<file path="src/design/assert_macros.svh">
// assertion macros used by the top-level design file
`ifndef ASSERT_MACROS_SVH
`define ASSERT_MACROS_SVH

// property checked at every rising clock edge outside reset
`define NPCS_ASSERT(label, clk, rst, prop) \
   label: assert property (@(posedge clk) disable iff (rst) prop) \
      else $error("npcs assertion failed");

// property checked at every rising clock edge, reset included
`define NPCS_ASSERT_ALWAYS(label, clk, prop) \
   label: assert property (@(posedge clk) prop) \
      else $error("npcs assertion failed");

`endif

</file>
<file path="src/design/npcs_pkg.sv">
// types, constants and helper functions of the nearest palette color search
package npcs_pkg;

   localparam int IDX_W  = 7;
   localparam int COMP_W = 8;
   localparam int SQ_W   = 2 * COMP_W;
   localparam int DIST_W = SQ_W + 2;
   localparam int IDX_MAX = (2 ** IDX_W) - 1;

   localparam int PALETTE_DEPTH_DEF = 128;

   localparam logic [IDX_W-1:0] RANGE_FIRST_RESET = IDX_W'(10);
   localparam logic [IDX_W-1:0] RANGE_LAST_RESET  = IDX_W'(73);

   typedef enum logic {
      OP_WRITE = 1'b0,
      OP_QUERY = 1'b1
   } opcode_type;

   typedef enum logic {
      REG_RANGE_FIRST = 1'b0,
      REG_RANGE_LAST  = 1'b1
   } csr_reg_type;

   typedef struct packed {
      logic [COMP_W-1:0] red;
      logic [COMP_W-1:0] green;
      logic [COMP_W-1:0] blue;
   } color_type;

   typedef struct packed {
      opcode_type       opcode;
      logic [IDX_W-1:0] entry;
      color_type        pixel;
   } item_type;

   typedef struct packed {
      item_type          item;
      logic              found;
      logic [IDX_W-1:0]  best_idx;
      logic [DIST_W-1:0] best_dist;
      logic              pend_cand;
      logic [IDX_W-1:0]  pend_idx;
      logic [SQ_W-1:0]   sq_red;
      logic [SQ_W-1:0]   sq_green;
      logic [SQ_W-1:0]   sq_blue;
   } stage_type;

   function automatic logic [SQ_W-1:0] comp_sq(input logic [COMP_W-1:0] a,
                                                input logic [COMP_W-1:0] b);
      logic [COMP_W-1:0] diff;
      diff = (a > b) ? (a - b) : (b - a);
      return SQ_W'(diff) * SQ_W'(diff);
   endfunction

   // fold the pending candidate distance into the running best
   function automatic stage_type merge_best(input stage_type s);
      stage_type         r;
      logic [DIST_W-1:0] cand_dist;
      r = s;
      cand_dist = DIST_W'(s.sq_red) + DIST_W'(s.sq_green) + DIST_W'(s.sq_blue);
      if (s.pend_cand && (!s.found || (cand_dist < s.best_dist))) begin
         r.found     = 1'b1;
         r.best_idx  = s.pend_idx;
         r.best_dist = cand_dist;
      end
      return r;
   endfunction

endpackage

</file>
<file path="src/design/npcs_cell.sv">
// one pipeline stage holding one palette entry and its distance logic
module npcs_cell import npcs_pkg::*; #(
   parameter int K = 0
) (
   input  logic             clock,
   input  logic             reset,
   input  logic             advance,
   input  logic [IDX_W-1:0] range_first,
   input  logic [IDX_W-1:0] range_last,
   input  logic             valid_i,
   input  stage_type        stage_i,
   output logic             valid_o,
   output stage_type        stage_o
);

   localparam logic IN_RANGE = (K <= IDX_MAX);
   localparam logic [IDX_W-1:0] K_IDX = IDX_W'(K);

   color_type pal_ff;
   logic      valid_ff;
   stage_type stage_ff;
   stage_type stage_in;
   logic      wr_hit;

   assign wr_hit = valid_i && (stage_i.item.opcode == OP_WRITE) && IN_RANGE
                   && (stage_i.item.entry == K_IDX);

   always_comb begin
      stage_in           = merge_best(stage_i);
      stage_in.pend_cand = IN_RANGE && (range_first <= K_IDX) && (K_IDX <= range_last);
      stage_in.pend_idx  = K_IDX;
      stage_in.sq_red    = comp_sq(stage_i.item.pixel.red, pal_ff.red);
      stage_in.sq_green  = comp_sq(stage_i.item.pixel.green, pal_ff.green);
      stage_in.sq_blue   = comp_sq(stage_i.item.pixel.blue, pal_ff.blue);
   end

   always_ff @(posedge clock) begin
      if (reset) begin
         valid_ff <= 1'b0;
      end else if (advance) begin
         valid_ff <= valid_i;
      end
   end

   always_ff @(posedge clock) begin
      if (advance) begin
         stage_ff <= stage_in;
      end
      if (advance && wr_hit) begin
         pal_ff <= stage_i.item.pixel;
      end
   end

   assign valid_o = valid_ff;
   assign stage_o = stage_ff;

endmodule

</file>
<file path="config.mk">
export PLATFORM = sky130hd
export DESIGN_NAME = npcs_cell
export DESIGN_NICKNAME = d
export VERILOG_FILES = /design/src/design/assert_macros.svh /design/src/design/npcs_pkg.sv /design/src/design/npcs_cell.sv
export SDC_FILE = /design/constraint.sdc
export NUM_CORES = 1
export LEC_CHECK = 0
export BUFFER_PORTS_ARGS = -buffer_cell sky130_fd_sc_hd__buf_2
export CAP_MARGIN = 20
export CORE_AREA = 2 2 172 174
export CTS_BUF_LIST = sky130_fd_sc_hd__clkbuf_8
export DETAILED_ROUTE_END_ITERATION = 10
export DIE_AREA = 0 0 174 176
export PLACE_DENSITY_LB_ADDON = 0.05
export SLEW_MARGIN = 20
export SYNTH_ARGS = -nofsm -noshare
export SYNTH_HDL_FRONTEND = slang
export SYNTH_SLANG_ARGS = --single-unit
</file>
<file path="constraint.sdc">
create_clock -name clock -period 13.7 [get_ports clock]
set_clock_uncertainty 0.05 [all_clocks]
set_input_delay 0.685 -clock clock [delete_from_list [all_inputs] [get_ports clock]]
set_output_delay 0.685 -clock clock [all_outputs]
set_load 0.01 [all_outputs]
</file>
==> impl_metrics.csv, run 1 <==
group,metric,value,unit
power,ir_drop,203,µV
placed_design,gp_congestion,0.821,
final_layout,synthToLayoutAreaGrowth,14.7,%
final_layout,final_nets,1820,
worst_setup_path,cp-start-kind,"register",
cts,post_cts_buffers,0,
die,die_h,176,µm
cts,ctsHoldBuffers,0,
timing,worst_pin_slew,1.02,ns
detailed_routing,dr_total_vias,8908,
die,start_util,44.5,%
detailed_routing,routed_wl,26.8,mm
timing,rsz0062_at_grt,"false",
final_layout,fin_area,0.0146,mm²
yosys,synth_edf_count,128,
yosys,syn_area_per_cell,10.6,µm²
placed_design,io_buffers,229,
cts,cts_buffers,17,
timing,fin_crit,6.80,ns
timing,final-hold-violation-count,0,
timing,holdWs,0.324,ns
placed_design,place_area,0.0142,mm²
detailed_routing,drtPass1Iterations,4,
timing,finalMaxSlewViolations,0,
run,drv_cap,0,
die,dieArea,0.0306,mm²
cts,cts_sinks,129,
cts,ctsRootBufferMaster,"clkbuf_8",
detailed_routing,vias_per_cell,4.89,
final_layout,antenna_cells,0,
cts,clockBufferDepth,2,
yosys,synthArstFlopShare,0,%
grt,grt_pass1_wl,46.1,mm
worst_setup_path,crit_fanout,10,
detailed_routing,remaining_drc_errors,0,
worst_setup_path,cp.arrival,6.94,ns
detailed_routing,wire_per_inst,14.7,µm
cts,cts_htree_levels,4,
timing,tns,0,ns
placed_design,pre_cts_ws,6.44,ns
grt,track_usage,18.7,%
yosys,ys_seq_area_share,30.4,%
yosys,syn_inst,1197,
die,fp.dieW,174,µm
worst_setup_path,r2r_slack,6.90,ns
die,num_rows,62,
grt,grt_start_max_net_pins,62,
cts,clk-insertion-delay-late,0.47,ns
power,cellLeakagePower,7.19,nW
worst_setup_path,critPathMaxStageDelay,0.54,ns
yosys,synth_flop_cell,"edfxtp_1",
run_status,status,"finished, final reports clean",
yosys,synth_area,0.0127,mm²
worst_setup_path,critical_path_class,"register to register",
worst_setup_path,critPathTopFamily,"adder cells",
worst_setup_path,cp-end-kind,"register",
hold_path,hold_class,"input pin to register",
worst_setup_path,cp_cell_sequence,"ha_1, nand4_1, o22ai_1, a31o_1, mux2i_4, xor2_2, or2_2, inv_1, fa_1, fa_1, inv_1, fa_1, fa_1, inv_1, ha_1, inv_1, nor2_1, o31a_1, o22ai_1, nor4bb_1, or3_1",
grt,first_global_vias,9358,
final_layout,drive_gt1_share,23.3,%
yosys,netlist-cell-type-count,68,
cts,cts_tree,"done",
timing,max_clock_freq,147,MHz
detailed_routing,drtIter0Drc,408,
die,core_area,0.0285,mm²
die,io_pins,247,
timing,slew-limit-headroom,31.8,%
timing,finalWorstSetupSlack,6.90,ns
yosys,ys_ff_latch,129,
yosys,yosys_warnings,0,
worst_setup_path,cp_num_buf_inv,4,
timing,fin_crit_sh,49.6,%
grt,antenna_found_initial,0,
worst_setup_path,cp_slowest_cell,"fa_1",
worst_setup_path,required,13.85,ns
cts,path_clk_slew,0.08,ns
grt,grt_overflow,0,
placed_design,dp_hpwl,21.2,mm
power,power.density,194,mW/mm²
detailed_routing,antenna_left,0,
cts,cts_resized,0,
timing,final-setup-viol-count,0,
[layout make-up]
type                            instances  area (µm²)
Fill cell                            2712       14000
Multi-Input combinational cell        815        7790
Sequential cell                       129        3860
Timing Repair Buffer                  232        1170
Inverter                              228         856
Tap cell                              384         480
Clock buffer                           22         303
Clock inverter                         10         119
[report_power, final]
group / internal (W) / switching (W)
Clock: 0.000201 / 0.000167
Combinational: 0.000822 / 0.00102
Sequential: 0.000608 / 0.0000160
[through the flow]
stage | power, W | std cells | util, %
CTS | 0.00287 | 1820 | 51.1
detailed placement | 0.00248 | 1788 | 49.6
finish | 0.00283 | 1820 | 51.1
global route | 0.00318 | 1820 | 51.1
global placement | 0.00247 | 1788 | 49.6
floorplan | 0.00209 | 1206 | -
[logic make-up after synthesis]
| family | count (synthesis) | synth area share (%) |
|---|---|---|
| AOI/OAI and AO/OA | 203 | 10.4 |
| xor gates and xnor gates | 80 | 6.37 |
| adders and majority gates | 265 | 31.9 |
| buffers and inverters | 262 | 8.58 |
| DFF | 129 | 30.4 |
| muxes | 45 | 4.14 |
| other | 1 | 0.0295 |
| and+or+nand+nor | 212 | 8.15 |
[sequential cells by signal, indices dropped and copies added (netlist names)]
name	flops
stage_o	104
pal_ff	24
valid_o	1
[worst register-to-register path, delay by kind of cell (launching register included)]
family	cells	cell delay, ns
AOI/OAI and AO/OA	4	1.15
xor gates and xnor gates	1	0.50
adders and majority gates	6	2.91
buffers and inverters	4	0.25
DFF	1	0.39
muxes	1	0.32
and+or+nand+nor	5	0.96
[synth_stat cells, drive strengths merged (5+ instances only)]
master | instances | area (µm²)
o21bai | 8 | 60.1
o21ai | 29 | 145
o22ai | 6 | 37.5
nand2b | 9 | 56.3
a211oi | 10 | 75.1
mux2 | 25 | 282
buf | 28 | 210
mux2i | 20 | 245
nor3 | 13 | 65.1
a21o | 34 | 255
a31o | 5 | 43.8
a21oi | 75 | 398
a31oi | 10 | 62.6
nor2b | 5 | 31.3
o21a | 10 | 75.1
nand3b | 6 | 45.0
inv | 228 | 856
or2 | 20 | 125
xnor2 | 55 | 531
xor2 | 25 | 279
nand4 | 13 | 81.3
nor2 | 100 | 395
edfxtp | 128 | 3840
fa | 98 | 1960
nor4 | 5 | 31.3
ha | 167 | 2090
nand2 | 26 | 97.6
clkbuf | 6 | 23.8
[layout by cell type, fill, tap and decap left out, types with 13 or more instances in the layout]
cell / netlist / final
a21o_1: 34 / 34
a21oi_1: 73 / 73
buf_2: 6 / 228
clkbuf_8: 0 / 22
edfxtp_1: 128 / 128
fa_1: 98 / 98
ha_1: 167 / 167
inv_1: 226 / 231
mux2_2: 25 / 25
mux2i_1: 15 / 15
nand2_1: 26 / 26
nand4_1: 13 / 13
nor2_1: 94 / 94
nor3_1: 13 / 13
o21ai_0: 28 / 28
or2_2: 17 / 17
xnor2_1: 50 / 50
xor2_1: 20 / 20
[metal layers]
| layer | GRT usage, % | vias to the layer above | share of wire [%] |
|---|---|---|---|
| met5 | 0 | - | 0 |
| met3 | 2.61 | 25 | 4.0 |
| li1 | - | 4445 | - |
| met2 | 32.3 | 191 | 48 |
| met4 | 5.71 | 0 | 1.7 |
| met1 | 24.5 | 4247 | 46 |
[path summary, 6_finish.rpt]
check / endpoint / cells after the start / startpoint
worst max register to register: stage_o[28]$_DFFE_PP_ / 21 / pal_ff[13]$_DFFE_PP_
worst max-delay path: stage_o[28]$_DFFE_PP_ / 21 / pal_ff[13]$_DFFE_PP_
worst min register to register: valid_o$_SDFFE_PP0P_ / 2 / valid_o$_SDFFE_PP0P_
worst min-delay path: valid_o$_SDFFE_PP0P_ / 2 / reset
Note: power is estimated with default switching activity, not from simulation.
==> run 2: changes to the inputs <==
Clock period 13.7 ns to 5.7 ns, I/O delays scaled along.
==> run 2 against run 1 <==
Compared with the run above: the run now ends with negative setup slack left; combinational power grew to 4.0 times the previous value; fmax is 14% higher; power grew to 3.4 times the previous value; critical endpoint is now stage_o[13]$_DFFE_PP_; largest cell class unchanged; highest routed layer unchanged.
==> impl_metrics.csv, run 2 (synthesis results as in run 1) <==
group,metric,value,unit
run_status,status,"complete, but fails checks",
run_status,violations,"negative setup slack",
timing,max_clock_freq,168,MHz
final_layout,drive_gt1_share,43.2,%
final_layout,largest_register_ffs,104,
worst_setup_path,cp_slowest_cell,"fa_2",
timing,final-setup-viol-count,14,
power,p_total,0.00969,W
worst_setup_path,cp_num_buf_inv,5,
placed_design,dp_hpwl,23.4,mm
timing,worst_pin_slew,0.761,ns
worst_setup_path,cp.arrival,6.14,ns
grt,grt_pass1_wl,48.9,mm
worst_setup_path,critical_path_class,"register to register",
placed_design,io_buffers,229,
worst_setup_path,r2r_slack,-0.26,ns
timing,fin_crit,5.96,ns
detailed_routing,dr_total_vias,9959,
die,die_h,176,µm
worst_setup_path,r2r-start,"pal_ff[0]$_DFFE_PP_",
grt,grt_overflow,0,
cts,clockBufferDepth,2,
timing,rsz0062_at_grt,"true",
hold_path,hp-start,"stage_i[83]",
die,start_util,44.5,%
timing,final-hold-violation-count,0,
timing,finalWorstSetupSlack,-0.256,ns
final_layout,multi_input_area,0.00870,mm²
cts,cts_htree_levels,4,
detailed_routing,drtPass1Iterations,4,
detailed_routing,antenna_left,0,
hold_path,hold_end,"stage_o[83]$_DFFE_PP_",
final_layout,nFillCells,2464,
detailed_routing,vias_per_cell,4.76,
final_layout,layout_commonest_cell,"buf_4",
cts,cts_tree,"done",
final_layout,utilization,61.6,%
run,drv_cap,0,
final_layout,synthToLayoutAreaGrowth,38.5,%
timing,finalMaxSlewViolations,0,
worst_setup_path,cp_common_cell,"fa_2",
die,num_rows,62,
detailed_routing,routed_wl,29.5,mm
worst_setup_path,required,5.88,ns
worst_setup_path,reg2regPathDepth,22,
detailed_routing,wire_per_inst,14.1,µm
worst_setup_path,critPathTopFamily,"adder cells",
worst_setup_path,cp_cell_sequence,"ha_2, inv_2, fa_2, a21o_1, a221oi_4, a21oi_4, mux2i_4, xor2_4, buf_12, nor2_4, buf_4, fa_2, fa_2, inv_2, fa_2, fa_1, inv_2, ha_4, a2111o_1, a31o_2, a21oi_2, xnor2_1",
final_layout,final_cell_mix,"buf_4, buf_2, inv_1",
die,core_area,0.0285,mm²
worst_setup_path,cp-start-kind,"register",
die,fp.dieW,174,µm
detailed_routing,remaining_drc_errors,0,
grt,track_usage,19.9,%
worst_setup_path,crit_fanout,6,
hold_path,hold_path_depth,1,
cts,path_clk_slew,0.09,ns
cts,cts_sinks,129,
final_layout,regArea,0.00386,mm²
die,dieArea,0.0306,mm²
placed_design,gp_congestion,0.852,
grt,grt_start_max_net_pins,39,
die,io_pins,247,
timing,slew-limit-headroom,48.7,%
grt,first_global_vias,10400,
cts,clk-insertion-delay-late,0.47,ns
worst_setup_path,cp-end-kind,"register",
worst_setup_path,critPathMaxStageDelay,0.58,ns
power,ir_drop,684,µV
cts,cts_buffers,17,
detailed_routing,drtIter0Drc,264,
final_layout,final_nets,2086,
worst_setup_path,timing.rr.end,"stage_o[13]$_DFFE_PP_",
grt,antenna_found_initial,4,
cts,ctsRootBufferMaster,"clkbuf_8",
power,cellLeakagePower,8.58,nW
timing,fin_crit_sh,104,%
hold_path,hold_class,"input pin to register",
power,power.density,551,mW/mm²
-- run 2: cell count changes in the layout (fill, tap and decap cells not counted), sizes merged --
cell	before	now
diode	0	5
buf	232	483
clkinv	2	7
clkbuf	22	17
bufinv	3	2
inv	233	231
dlygate4sd3	0	15
clkinvlp	0	3
-- run 2: area by class of cell --
| cell class | instances | area share [%] |
|---|---|---|
| sequential | 129 | 22.0 |
| antenna | 5 | 0.0711 |
| clock buffer | 17 | 1.33 |
| tap | 384 | 2.73 |
| clock inverter | 15 | 0.917 |
| multi-input combinational | 815 | 49.4 |
| inverter | 228 | 4.88 |
| timing repair buffer | 498 | 18.7 |
-- run 2: power by group --
part	switching (W)	internal, W
clock network	0.000430	0.000393
registers	0.0000512	0.00146
logic	0.00348	0.00388
-- run 2: metal layers --
metal	up-vias	GRT usage [%]	share of wire (%)
met3	38	3.27	3.5
met1	4750	25.0	45
met2	171	35.4	50
li1	5000	-	-
met4	0	5.88	1.9
met5	-	0	0
-- run 2: worst max path at each step --
| stage | start | endpoint | slack, ns | cells after the start |
|---|---|---|---|---|
| 2_1_floorplan | pal_ff[0]$_DFFE_PP_ | stage_o[13]$_DFFE_PP_ | -0.15 | 22 |
| 3_3_place_gp | stage_i[82] | stage_o[13]$_DFFE_PP_ | -0.42 | 26 |
| 3_5_place_dp | stage_i[82] | stage_o[13]$_DFFE_PP_ | -0.56 | 26 |
| 4_1_cts | pal_ff[0]$_DFFE_PP_ | stage_o[13]$_DFFE_PP_ | -0.25 | 24 |
| 5_1_grt | pal_ff[0]$_DFFE_PP_ | stage_o[13]$_DFFE_PP_ | -0.47 | 22 |
| 6_report | pal_ff[0]$_DFFE_PP_ | stage_o[13]$_DFFE_PP_ | -0.26 | 22 |
-- run 2: worst reg2reg max path, cell delays in order (launching register included) --
cell      delay (ns)
edfxtp_1        0.37
ha_2            0.19
inv_2           0.04
fa_2            0.33
a21o_1          0.21
a221oi_4        0.34
a21oi_4         0.17
mux2i_4         0.26
xor2_4          0.30
buf_12          0.15
nor2_4          0.04
buf_4           0.12
fa_2            0.45
fa_2            0.58
inv_2           0.04
fa_2            0.52
fa_1            0.42
inv_2           0.08
ha_4            0.20
a2111o_1        0.42
a31o_2          0.24
a21oi_2         0.12
xnor2_1         0.08
-- run 2: stage by stage --
| stage | hold WS (ns) | setup WS [ns] | instance area (µm²) | instances | TNS, ns |
|---|---|---|---|---|---|
| after floorplan | 0.307 | -0.149 | 13000 | 1206 | -0.184 |
| after global placement | 0.391 | -0.423 | 16000 | 2000 | -4.32 |
| after detailed placement | 0.393 | -0.558 | 16000 | 2000 | -5.71 |
| after CTS | 0.00489 | -0.254 | 17100 | 2067 | -1.38 |
| after global routing | 0.0271 | -0.471 | 17600 | 2088 | -5.17 |
| final | 0.0558 | -0.256 | 17600 | 2091 | -1.32 |
-- run 2: repair_timing --
| action | CTS | global route |
|---|---|---|
| resized for setup | 91 | 76 |
| buffers inserted | 24 | 21 |
| hold buffers | 13 | 2 |
| endpoints found under the setup margin | 19 | 23 |
| pin swaps | 90 | 88 |
| hold endpoints to repair | 16 | 1 |
